### config.mk
export PLATFORM = sky130hd
export DESIGN_NAME = pairwise_fork_arbiter_core
export DESIGN_NICKNAME = d
export VERILOG_FILES = /design/src/hw/rtl/pfa_pkg.sv /design/src/hw/rtl/pfa_datapath.sv /design/src/hw/rtl/pfa_ctrl.sv /design/src/hw/rtl/pairwise_fork_arbiter_core.sv
export SDC_FILE = /design/constraint.sdc
export NUM_CORES = 1
export LEC_CHECK = 0
export ABC_AREA = 1
export ABC_CLOCK_PERIOD_IN_PS = 3600
export BUFFER_PORTS_ARGS = -buffer_cell sky130_fd_sc_hd__clkbuf_2
export CORE_MARGIN = 2
export CORE_UTILIZATION = 40
export DETAILED_ROUTE_END_ITERATION = 8
export PLACE_DENSITY_LB_ADDON = 0.2
export SYNTH_ARGS = -nofsm -noshare
export SYNTH_HDL_FRONTEND = slang
export SYNTH_HIERARCHICAL = 1
export SYNTH_SLANG_ARGS = --single-unit
### constraint.sdc
create_clock -name clk -period 3.6 [get_ports clk]
set_input_delay 0.54 -clock clk [delete_from_list [all_inputs] [get_ports clk]]
set_output_delay 0.54 -clock clk [all_outputs]
set_load 0.005 [all_outputs]
### src/hw/rtl/pfa_pkg.sv
// Shared constants, command/status types and helpers for the pairwise fork arbiter.
package pfa_pkg;

    localparam int MAX_SEATS = 8;
    localparam int SEAT_W    = $clog2(MAX_SEATS);
    localparam int COUNT_W   = $clog2(MAX_SEATS + 1);

    localparam logic [COUNT_W-1:0] COUNT_RESET = COUNT_W'(5);

    localparam logic ACT_REQUEST = 1'b0;
    localparam logic ACT_RELEASE = 1'b1;

    typedef struct packed {
        logic take_item;   // an input transfer happens this cycle
        logic scan_step;   // evaluate one seat of the release scan
        logic emit_load;   // move the lowest pending grant into the output register
    } pfa_cmd_t;

    typedef struct packed {
        logic seat_ok;      // incoming seat is below the effective count
        logic is_release;   // incoming item is a release
        logic both_free;    // both resources of the incoming seat are free
        logic scan_last;    // scan pointer sits on the highest active seat
        logic grant_now;    // seat under the scan pointer is granted this cycle
        logic mask_any;     // at least one grant is pending
        logic mask_single;  // exactly one grant is pending
        logic out_free;     // output register can take a new grant
    } pfa_status_t;

    // Right-hand neighbor of seat s in a ring of n seats.
    function automatic logic [SEAT_W-1:0] right_of(input logic [SEAT_W-1:0] s,
                                                   input logic [COUNT_W-1:0] n);
        logic [COUNT_W-1:0] nxt;
        nxt = COUNT_W'(s) + COUNT_W'(1);
        return (nxt >= n) ? '0 : nxt[SEAT_W-1:0];
    endfunction

endpackage

### src/hw/rtl/pfa_datapath.sv
// Datapath: resource and waiting stores, grant mask, scan pointer and output register.
module pfa_datapath
(
    input  logic                          clk,
    input  logic                          rst_n,
    input  logic                          cfg_we,
    input  logic [pfa_pkg::COUNT_W-1:0]   cfg_wdata,
    input  logic                          item_action,
    input  logic [pfa_pkg::SEAT_W-1:0]    item_seat,
    input  logic                          out_ready,
    output logic                          out_valid,
    output logic [pfa_pkg::SEAT_W-1:0]    out_seat,
    output logic                          out_last,
    input  pfa_pkg::pfa_cmd_t             cmd,
    output pfa_pkg::pfa_status_t          status
);

    localparam int N = pfa_pkg::MAX_SEATS;
    localparam logic [N-1:0] ONE = {{(N-1){1'b0}}, 1'b1};

    logic [pfa_pkg::COUNT_W-1:0] count_reg;
    logic [N-1:0]                free_reg, free_next;
    logic [N-1:0]                wait_reg, wait_next;
    logic [N-1:0]                mask_reg, mask_next;
    logic [pfa_pkg::SEAT_W-1:0]  scan_reg, scan_next;
    logic                        out_valid_reg, out_valid_next;
    logic [pfa_pkg::SEAT_W-1:0]  out_seat_reg, out_seat_next;
    logic                        out_last_reg, out_last_next;

    logic [pfa_pkg::COUNT_W-1:0] n_eff;
    logic [pfa_pkg::SEAT_W-1:0]  item_right;
    logic [pfa_pkg::SEAT_W-1:0]  scan_right;
    logic [N-1:0]                item_bits;
    logic [N-1:0]                scan_bits;
    logic [N-1:0]                mask_rest;
    logic [pfa_pkg::SEAT_W-1:0]  low_idx;

    always_comb
    begin
        if (count_reg == '0)
            n_eff = pfa_pkg::COUNT_W'(1);
        else if (count_reg > pfa_pkg::COUNT_W'(N))
            n_eff = pfa_pkg::COUNT_W'(N);
        else
            n_eff = count_reg;
    end

    assign item_right = pfa_pkg::right_of(item_seat, n_eff);
    assign scan_right = pfa_pkg::right_of(scan_reg, n_eff);
    assign item_bits  = (ONE << item_seat) | (ONE << item_right);
    assign scan_bits  = (ONE << scan_reg) | (ONE << scan_right);
    assign mask_rest  = mask_reg & (mask_reg - ONE);

    // Lowest pending grant
    always_comb
    begin
        low_idx = '0;
        for (int i = N - 1; i >= 0; i--)
        begin
            if (mask_reg[i])
                low_idx = pfa_pkg::SEAT_W'(i);
        end
    end

    always_comb
    begin
        status.seat_ok     = pfa_pkg::COUNT_W'(item_seat) < n_eff;
        status.is_release  = item_action == pfa_pkg::ACT_RELEASE;
        status.both_free   = free_reg[item_seat] && free_reg[item_right];
        status.scan_last   = pfa_pkg::COUNT_W'(scan_reg) == (n_eff - pfa_pkg::COUNT_W'(1));
        status.grant_now   = wait_reg[scan_reg] && free_reg[scan_reg] && free_reg[scan_right];
        status.mask_any    = mask_reg != '0;
        status.mask_single = (mask_reg != '0) && (mask_rest == '0);
        status.out_free    = !out_valid_reg || out_ready;
    end

    always_comb
    begin
        free_next      = free_reg;
        wait_next      = wait_reg;
        mask_next      = mask_reg;
        scan_next      = scan_reg;
        out_valid_next = out_valid_reg;
        out_seat_next  = out_seat_reg;
        out_last_next  = out_last_reg;

        if (out_valid_reg && out_ready)
            out_valid_next = 1'b0;

        if (cmd.take_item && status.seat_ok)
        begin
            if (status.is_release)
            begin
                free_next = free_reg | item_bits;
                scan_next = '0;
                mask_next = '0;
            end
            else if (status.both_free)
            begin
                free_next = free_reg & ~item_bits;
                mask_next = ONE << item_seat;
            end
            else
            begin
                wait_next = wait_reg | (ONE << item_seat);
            end
        end

        if (cmd.scan_step)
        begin
            if (status.grant_now)
            begin
                free_next = free_reg & ~scan_bits;
                wait_next = wait_reg & ~(ONE << scan_reg);
                mask_next = mask_reg | (ONE << scan_reg);
            end
            scan_next = scan_reg + pfa_pkg::SEAT_W'(1);
        end

        if (cmd.emit_load)
        begin
            out_valid_next = 1'b1;
            out_seat_next  = low_idx;
            out_last_next  = status.mask_single;
            mask_next      = mask_rest;
        end
    end

    always_ff @(posedge clk or negedge rst_n)
    begin
        if (!rst_n)
        begin
            count_reg     <= pfa_pkg::COUNT_RESET;
            free_reg      <= '1;
            wait_reg      <= '0;
            mask_reg      <= '0;
            scan_reg      <= '0;
            out_valid_reg <= 1'b0;
        end
        else
        begin
            if (cfg_we)
                count_reg <= cfg_wdata;
            free_reg      <= free_next;
            wait_reg      <= wait_next;
            mask_reg      <= mask_next;
            scan_reg      <= scan_next;
            out_valid_reg <= out_valid_next;
        end
    end

    always_ff @(posedge clk)
    begin
        out_seat_reg <= out_seat_next;
        out_last_reg <= out_last_next;
    end

    assign out_valid = out_valid_reg;
    assign out_seat  = out_seat_reg;
    assign out_last  = out_last_reg;

endmodule

### src/hw/rtl/pfa_ctrl.sv
// Controller: sequences intake, release scan and grant emission.
module pfa_ctrl
(
    input  logic                 clk,
    input  logic                 rst_n,
    input  logic                 in_valid,
    output logic                 in_ready,
    input  pfa_pkg::pfa_status_t status,
    output pfa_pkg::pfa_cmd_t    cmd
);

    typedef enum logic [1:0] {
        ST_IDLE,
        ST_SCAN,
        ST_EMIT
    } state_t;

    state_t state_reg, state_next;

    always_comb
    begin
        state_next    = state_reg;
        cmd.take_item = 1'b0;
        cmd.scan_step = 1'b0;
        cmd.emit_load = 1'b0;

        case (state_reg)
            ST_IDLE:
            begin
                cmd.take_item = in_valid;
                if (in_valid && status.seat_ok)
                begin
                    if (status.is_release)
                        state_next = ST_SCAN;
                    else if (status.both_free)
                        state_next = ST_EMIT;
                end
            end
            ST_SCAN:
            begin
                cmd.scan_step = 1'b1;
                if (status.scan_last)
                    state_next = (status.mask_any || status.grant_now) ? ST_EMIT : ST_IDLE;
            end
            ST_EMIT:
            begin
                cmd.emit_load = status.out_free && status.mask_any;
                if (!status.mask_any || (status.out_free && status.mask_single))
                    state_next = ST_IDLE;
            end
            default:
            begin
                state_next = ST_IDLE;
            end
        endcase
    end

    always_ff @(posedge clk or negedge rst_n)
    begin
        if (!rst_n)
            state_reg <= ST_IDLE;
        else
            state_reg <= state_next;
    end

    assign in_ready = state_reg == ST_IDLE;

endmodule

### src/hw/rtl/pairwise_fork_arbiter_core.sv
// Top level of the pairwise fork arbiter: ring of seats sharing neighbor resources.
//
// Channel   Dir  Handshake          Payload
// s_*       in   s_tvalid/s_tready  s_tuser[0] action, s_tdata[2:0] seat
// m_*       out  m_tvalid/m_tready  m_tdata[2:0] granted_seat, m_tlast last_grant
// cfg_*     in   cfg_we             cfg_wdata[3:0] seat_count
//
// A request is taken while the controller idles; when it is granted, the
// emit state loads the grant into the output register. A release frees both
// resources and the scan pointer visits one seat per cycle over the active
// seats; grants found are emitted. One item is in work at a time; s_tready is
// high only while the controller idles, and the output register lets the next
// item enter while the last grant waits. A stalled m_tready holds the grant
// and pauses emission. Reset frees every resource and clears all waiting seats.
module pairwise_fork_arbiter_core
(
    input  logic       clk,
    input  logic       rst_n,

    input  logic       cfg_we,
    input  logic [3:0] cfg_wdata,   // [3:0] seat_count

    input  logic       s_tvalid,
    output logic       s_tready,
    input  logic [7:0] s_tdata,     // [2:0] seat, [7:3] zero
    input  logic [0:0] s_tuser,     // [0] action (0 request, 1 release)

    output logic       m_tvalid,
    input  logic       m_tready,
    output logic [7:0] m_tdata,     // [2:0] granted_seat, [7:3] zero
    output logic       m_tlast      // last_grant
);

    pfa_pkg::pfa_cmd_t             cmd;
    pfa_pkg::pfa_status_t          status;
    logic [pfa_pkg::SEAT_W-1:0]    grant_seat;

    // Sequence intake, scan and emission
    pfa_ctrl u_ctrl
    (
        .clk      (clk),
        .rst_n    (rst_n),
        .in_valid (s_tvalid),
        .in_ready (s_tready),
        .status   (status),
        .cmd      (cmd)
    );

    // Hold the stores and the output register
    pfa_datapath u_datapath
    (
        .clk         (clk),
        .rst_n       (rst_n),
        .cfg_we      (cfg_we),
        .cfg_wdata   (cfg_wdata),
        .item_action (s_tuser[0]),
        .item_seat   (s_tdata[pfa_pkg::SEAT_W-1:0]),
        .out_ready   (m_tready),
        .out_valid   (m_tvalid),
        .out_seat    (grant_seat),
        .out_last    (m_tlast),
        .cmd         (cmd),
        .status      (status)
    );

    // Pad the granted seat up to a whole byte
    assign m_tdata = {{(8-pfa_pkg::SEAT_W){1'b0}}, grant_seat};

endmodule

* Word-level counts from Yosys, hierarchy flattened
Index checks and enable logic that the tools add are counted.
** Storage, ports and cells
- Flip-flop bits (word level) :: 38
- Input port bits :: 18
- Output and inout bits :: 11
- Logic and storage cells :: 124
** Cells by class
- Add/subtract/negate cells :: 5
- Order comparisons :: 8
- Eq/ne operators :: 7
- Shifts and indexed selects :: 4
- Mux-type cells :: 52
- Bitwise logic cells :: 12
- Reduce and logical (&&, ||, !) cells :: 25
** Operators with widths (count)
- two-way mux 8 bit :: 16
- OR 8 bit :: 5
- bitwise AND 8 bit :: 4
- left shift 1 x 3 -> 8 bit (first input constant) :: 4
- two-way mux 3 bit :: 9
- NOT 8 bit :: 3
- < comparator 3 x 4 -> 1 bit (second input constant) :: 4
- two-way mux 2 bit :: 8
- binary-select mux 1 bit (select 3 bit) :: 5
- two-way mux 1 bit :: 11
- logical AND 1 bit :: 9
- adder 3 x 1 -> 4 bit (second input constant) :: 2
- greater-or-equal comparator 4 bit :: 2
- zero test 8 bit :: 1
- two-way mux 4 bit :: 2
- nonzero test 8 bit :: 1
- subtractor 8 x 1 -> 8 bit (second input constant) :: 1
- one-hot mux 2 bit (3 select lines) :: 1
- nonzero test 2 bit :: 3
- == test 3 x 4 -> 1 bit :: 1
- greater-than comparator 4 bit (second input constant) :: 1
- zero test 4 bit :: 1
- < comparator 3 x 4 -> 1 bit :: 1
- inequality test 2 x 1 -> 1 bit (second input constant) :: 2
- 13 further kinds :: 16

* Depth between registers and ports, before layout
- Word-level depth :: 14
- Mapped depth :: 23
- Mapped depth without buffers :: 22

* By module
Netlist, hierarchy kept.
** By module, submodules not included
- pfa_datapath :: times used 1, cells an instance 498, area an instance 3279.4 um2, seq. area each 933.4 um2
- pfa_ctrl :: times used 1, cells an instance 36, area an instance 187.7 um2, seq. area each 50.0 um2
- pairwise_fork_arbiter_core :: times used 1, cells an instance 6, area an instance 41.3 um2, seq. area each 0.0 um2

* Worst setup path before layout
No wires, ideal clock.
- Kind :: input -> register
- Start :: in s_tdata[2]
- End :: reg u_ctrl.state_reg[0]
- Library setup time :: 0.119 ns
- Arrival time :: 2.733 ns
- Required time :: 3.481 ns
- Path slack :: 0.748 ns
- Stages :: 22
- Path buffers :: 1
- Cells stage by stage :: clkinv_1 -> ha_1 -> inv_1 -> ha_1 -> nand2_1 -> inv_1 -> nand2_2 -> nand3_1 -> nand2_1 -> nand2_1 -> nand2_1 -> nand2_1 -> nand2_2 -> nand3_4 -> buf_6 -> inv_1 -> nor2_1 -> nand2_1 -> nand2_1 -> inv_1 -> nand3_1 -> nand2_1
** RTL lines
- from (decl) :: RTL line pairwise_fork_arbiter_core.sv:25 : input logic [7:0] s_tdata,
- to (signal assigned) :: RTL line pfa_ctrl.sv:63 : state_reg <= state_next;
- to (decl) :: RTL line pfa_ctrl.sv:18 : state_t state_reg, state_next;

* Final worst setup path
- Start :: reg u_datapath/scan_reg[0] (netlist name)
- End :: reg u_datapath.free_reg[3]
** Between the ends
- Longest elaborated chain between the ends :: 9
** Ends and longest elaborated chain
- from (decl) :: RTL line pfa_datapath.sv:25 : logic [pfa_pkg::SEAT_W-1:0] scan_reg, scan_next;
- from (signal assigned) :: RTL line pfa_datapath.sv:147 : scan_reg <= scan_next;
- parallel branches: the longest is 7 deep, another holds adder 3 x 1 -> 4 bit
- two-way mux 8 bit (*) :: RTL line pfa_datapath.sv:111 : if (status.grant_now)
- two-way mux 8 bit (*) :: RTL line pfa_datapath.sv:109 : if (cmd.scan_step)
- named net u_datapath.free_next[3] :: RTL line pfa_datapath.sv:22 : logic [N-1:0] free_reg, free_next;
- to (signal assigned) :: RTL line pfa_datapath.sv:144 : free_reg <= free_next;
- to (decl) :: RTL line pfa_datapath.sv:22
Mark *: on every way through the listed nets, which the timed path passes. The select of a mux whose other input is x is not followed.
A chain may end at the register's enable or synchronous reset.

==> results.yml <==
outcome:
  run_status: "complete, no violations"
critical_path:
  critPathMaxStageDelay_ns: 0.47
  r2r-start: "u_datapath/scan_reg[0]"
  critical_path_depth: 17
  startpoint_of_the_most_critical_setup_path: "u_datapath/scan_reg[0]"
  timing.critical_path.slowest_stage_cell: "sky130_fd_sc_hd__dfrtp_1"
  cp-start-kind: "flop"
  reg2regPathDepth: 17
  timing.critical_path.buf_inv: 4
  worst_path_arrival_ns: 3.32
  crit_path_max_fanout: 19
  setup.worst_path.end_class: "flop"
  kind_of_critical_path: "flop to flop"
  crit_path_cell_trace: "ha_1 > ha_1 > inv_1 > ha_1 > nand2_1 > inv_1 > nand2_1 > nand4_4 > nor2_1 > nand2_1 > nand3_1 > nand2_2 > nand4_4 > buf_4 > nand2_1 > o21ai_1 > inv_1"
  cp_data_required_time_ns: 3.83
  cpMostUsedCell: "sky130_fd_sc_hd__nand2_1"
  critical_path.top_delay_family: "simple AND/OR/NAND/NOR gates"
cells_and_area:
  post_route_cell_area_mm2: 0.003850
  insertedDiodeCount: 0
  num-nets-final: 611
  multiInputGateArea_mm2: 0.002115
  ff_latch_area_um2: 983.4
  syn2layout_area_growth_pct: 9.736
  nFillCells: 908
  layout-drive-gt1-share_pct: 13.86
place:
  port_buffers: 18
  placement.cell_area_mm2: 0.003741
  routabilityCongestion: 0.9467
  detailed_place_hpwl_um: 7515
clock_network:
  clock_insertion_delay_worst_skew_ns: 0.29
  cts-buffers-inserted: 5
  clock_tree.root_cell: "sky130_fd_sc_hd__clkbuf_8"
  setup_repair_bufs_after_cts: 0
  post_cts_resized: 0
  htree_levels: 2
  cts_sinks: 38
  clk_transition_reported_paths_ns: 0.08
  post_cts_hold_buffer_count: 0
  cts_tree: "yes"
  cts-root-to-sink-buffers: 2
routing:
  route.top_layer_used: "met4"
  first_pass_iters: 7
  route.antenna.remaining_nets: 0
  route.layer.met1.wl_um: 4579
  vias: 3522
  postRouteWirelength_um: 9764
  via_density_per_instance: 5.195
  drc_errors: 0
  drt-initial-drc-count: 300
  wire_per_inst_um: 14.40
  route.met2.wl_um: 4408
  met3_length_um: 521
sta:
  maxClockFrequency_ghz: 0.3233
  max_slew_margin_pct: 40.43
  period_minus_slack_ns: 3.093
  min_period_over_period_pct: 85.91
  fin_tns_setup_ns: 0
  holdWs_ns: 0.3627
  finalHoldViolations: 0
  worst-slew-pin-transition_ns: 0.8936
  slew_violations: 0
  clock-skew-final_ns: 0.005052
  rsz0062_at_grt: "no"
  final-setup-viol-count: 0
floorplanning:
  fp.dieH_um: 97.66
  initial_util_pct: 40.83
  fp.dieArea_mm2: 0.009537
  core.rowCount: 34
  die_w_um: 97.66
  pin_count: 29
  core-area_mm2: 0.008593
grt:
  number_of_global_route_vias_before_repair: 3433
  maximum_number_of_pins_on_one_net_before_global_route_repair: 35
  grt_overflow: 0
  grt_pass1_wl_um: 16710
  track_usage_pct: 21.49
  antenna_found_initial: 0
logic_synthesis:
  synth.top_cell.area_share_pct: 19.69
  yosys_warnings: 6
  synth.most_common_cell: "sky130_fd_sc_hd__nand2_1"
  synthFlopType: "sky130_fd_sc_hd__dfrtp_1"
  synth_top_area_cell: "sky130_fd_sc_hd__nand2_1"
  synth-edff-count: 4
  ys_seq_elements: 38
  netlist_instances: 540
  post_synth_num_cell_types: 43
  synth_top_cells_by_count: "sky130_fd_sc_hd__nand2_1, sky130_fd_sc_hd__inv_1, sky130_fd_sc_hd__nor2_1"
  synth-seq-area-share_pct: 28.03
  synth_area_per_cell_um2: 6.497
  asyncSetResetFlopFracSynth_pct: 89.47
  mappedNetlistArea_mm2: 0.003508
  ys_top_cells_by_area: "sky130_fd_sc_hd__nand2_1, sky130_fd_sc_hd__dfrtp_1, sky130_fd_sc_hd__ha_1, sky130_fd_sc_hd__inv_1, sky130_fd_sc_hd__dfstp_2"
job:
  max_cap_viol_count: 0
hold_path:
  hp-class: "input pin to asynchronous set/reset pin"
pwr:
  total_power_w: 0.003115
  power.density_mw_per_mm2: 809.1
  peakVddDrop_mv: 0.3978
  total_leakage_power_nw: 2.117
==> layout by cell type, fill, tap and decap left out, drive strengths merged <==
cell	netlist	routed
nor4	1	1
buf	13	15
nor2	58	58
o22ai	2	2
ha	24	24
o211ai	1	1
xor2	1	1
conb	1	5
clkinv	1	3
dfstp	10	10
nor3	4	4
nor4b	1	1
clkbuf	2	23
edfxtp	4	4
nand3	47	47
bufinv	0	1
a21oi	21	21
nand2	190	190
a31oi	6	6
o21bai	2	2
a21boi	2	2
nand4	15	15
dfrtp	24	24
a22oi	1	1
inv	79	79
o21ai	29	29
mux2	1	1
==> worst reg2reg max path: stages, from the launching register on <==
cell	delay [ns]
sky130_fd_sc_hd__dfrtp_1	0.47
sky130_fd_sc_hd__ha_1	0.27
sky130_fd_sc_hd__ha_1	0.29
sky130_fd_sc_hd__inv_1	0.13
sky130_fd_sc_hd__ha_1	0.24
sky130_fd_sc_hd__nand2_1	0.06
sky130_fd_sc_hd__inv_1	0.05
sky130_fd_sc_hd__nand2_1	0.16
sky130_fd_sc_hd__nand4_4	0.16
sky130_fd_sc_hd__nor2_1	0.25
sky130_fd_sc_hd__nand2_1	0.08
sky130_fd_sc_hd__nand3_1	0.10
sky130_fd_sc_hd__nand2_2	0.08
sky130_fd_sc_hd__nand4_4	0.21
sky130_fd_sc_hd__buf_4	0.24
sky130_fd_sc_hd__nand2_1	0.06
sky130_fd_sc_hd__o21ai_1	0.13
sky130_fd_sc_hd__inv_1	0.05
==> power breakdown <==
| part | internal [W] | total, W | switching, W | leakage [nW] |
|---|---|---|---|---|
| sequential | 0.000628 | 0.000796 | 0.000167 | 0.419 |
| combinational | 0.000672 | 0.00196 | 0.00128 | 1.64 |
| clock | 0.000204 | 0.000363 | 0.000159 | 0.0579 |
==> final cells by class <==
cell class	instances	share of cell area, %
Timing Repair Buffer	33	5.265
Tap cell	108	3.510
Multi-Input combinational cell	411	54.92
Inverter	80	7.930
Clock inverter	3	1.040
Clock buffer	5	1.787
Sequential cell	38	25.54
==> metal layers <==
layer | vias to the layer above | track usage [%]
met5 | - | 0
met4 | 0 | 8.120
met3 | 20 | 2.878
met2 | 128 | 34.48
met1 | 1613 | 29.49
li1 | 1761 | -
==> worst paths after layout <==
kind / end / slack [ns]
max in group asynchronous: u_datapath/mask_reg[6] / 2.69
hold reg to reg: u_datapath/free_reg[4] / 0.50
setup / recovery: u_datapath/free_reg[3] / 0.51
hold / removal: u_datapath/wait_reg[4] / 0.36
setup reg to reg: u_datapath/free_reg[3] / 0.51
min in group clk: u_datapath/count_reg[2] / 0.44
==> cells by family (layout without fill, tap and decap cells) <==
| group | after synthesis | count (layout) | share of synthesized area, % |
|---|---|---|---|
| AO/OA/AOI/OAI | 64 | 64 | 11.16 |
| AND/OR/NAND/NOR | 316 | 316 | 39.44 |
| other | 1 | 5 | 0.1069 |
| XOR/XNOR | 1 | 1 | 0.2497 |
| buffers and inverters | 95 | 121 | 12.13 |
| flip-flops | 38 | 38 | 28.03 |
| multiplexers | 1 | 1 | 0.3209 |
| adder cells (fa/ha/maj) | 24 | 24 | 8.559 |
==> per-stage QoR <==
step / util [%] / setup slack [ns] / instances
4_1_cts: 44.80 / 0.5122 / 678
3_5_place_dp: 43.54 / 0.3908 / 670
2_1_floorplan: - / 0.7481 / 544
6_report: 44.80 / 0.5073 / 678
5_1_grt: 44.80 / 0.2128 / 678
3_3_place_gp: 43.54 / 0.4461 / 670
Power figures use the tool's default switching activity.
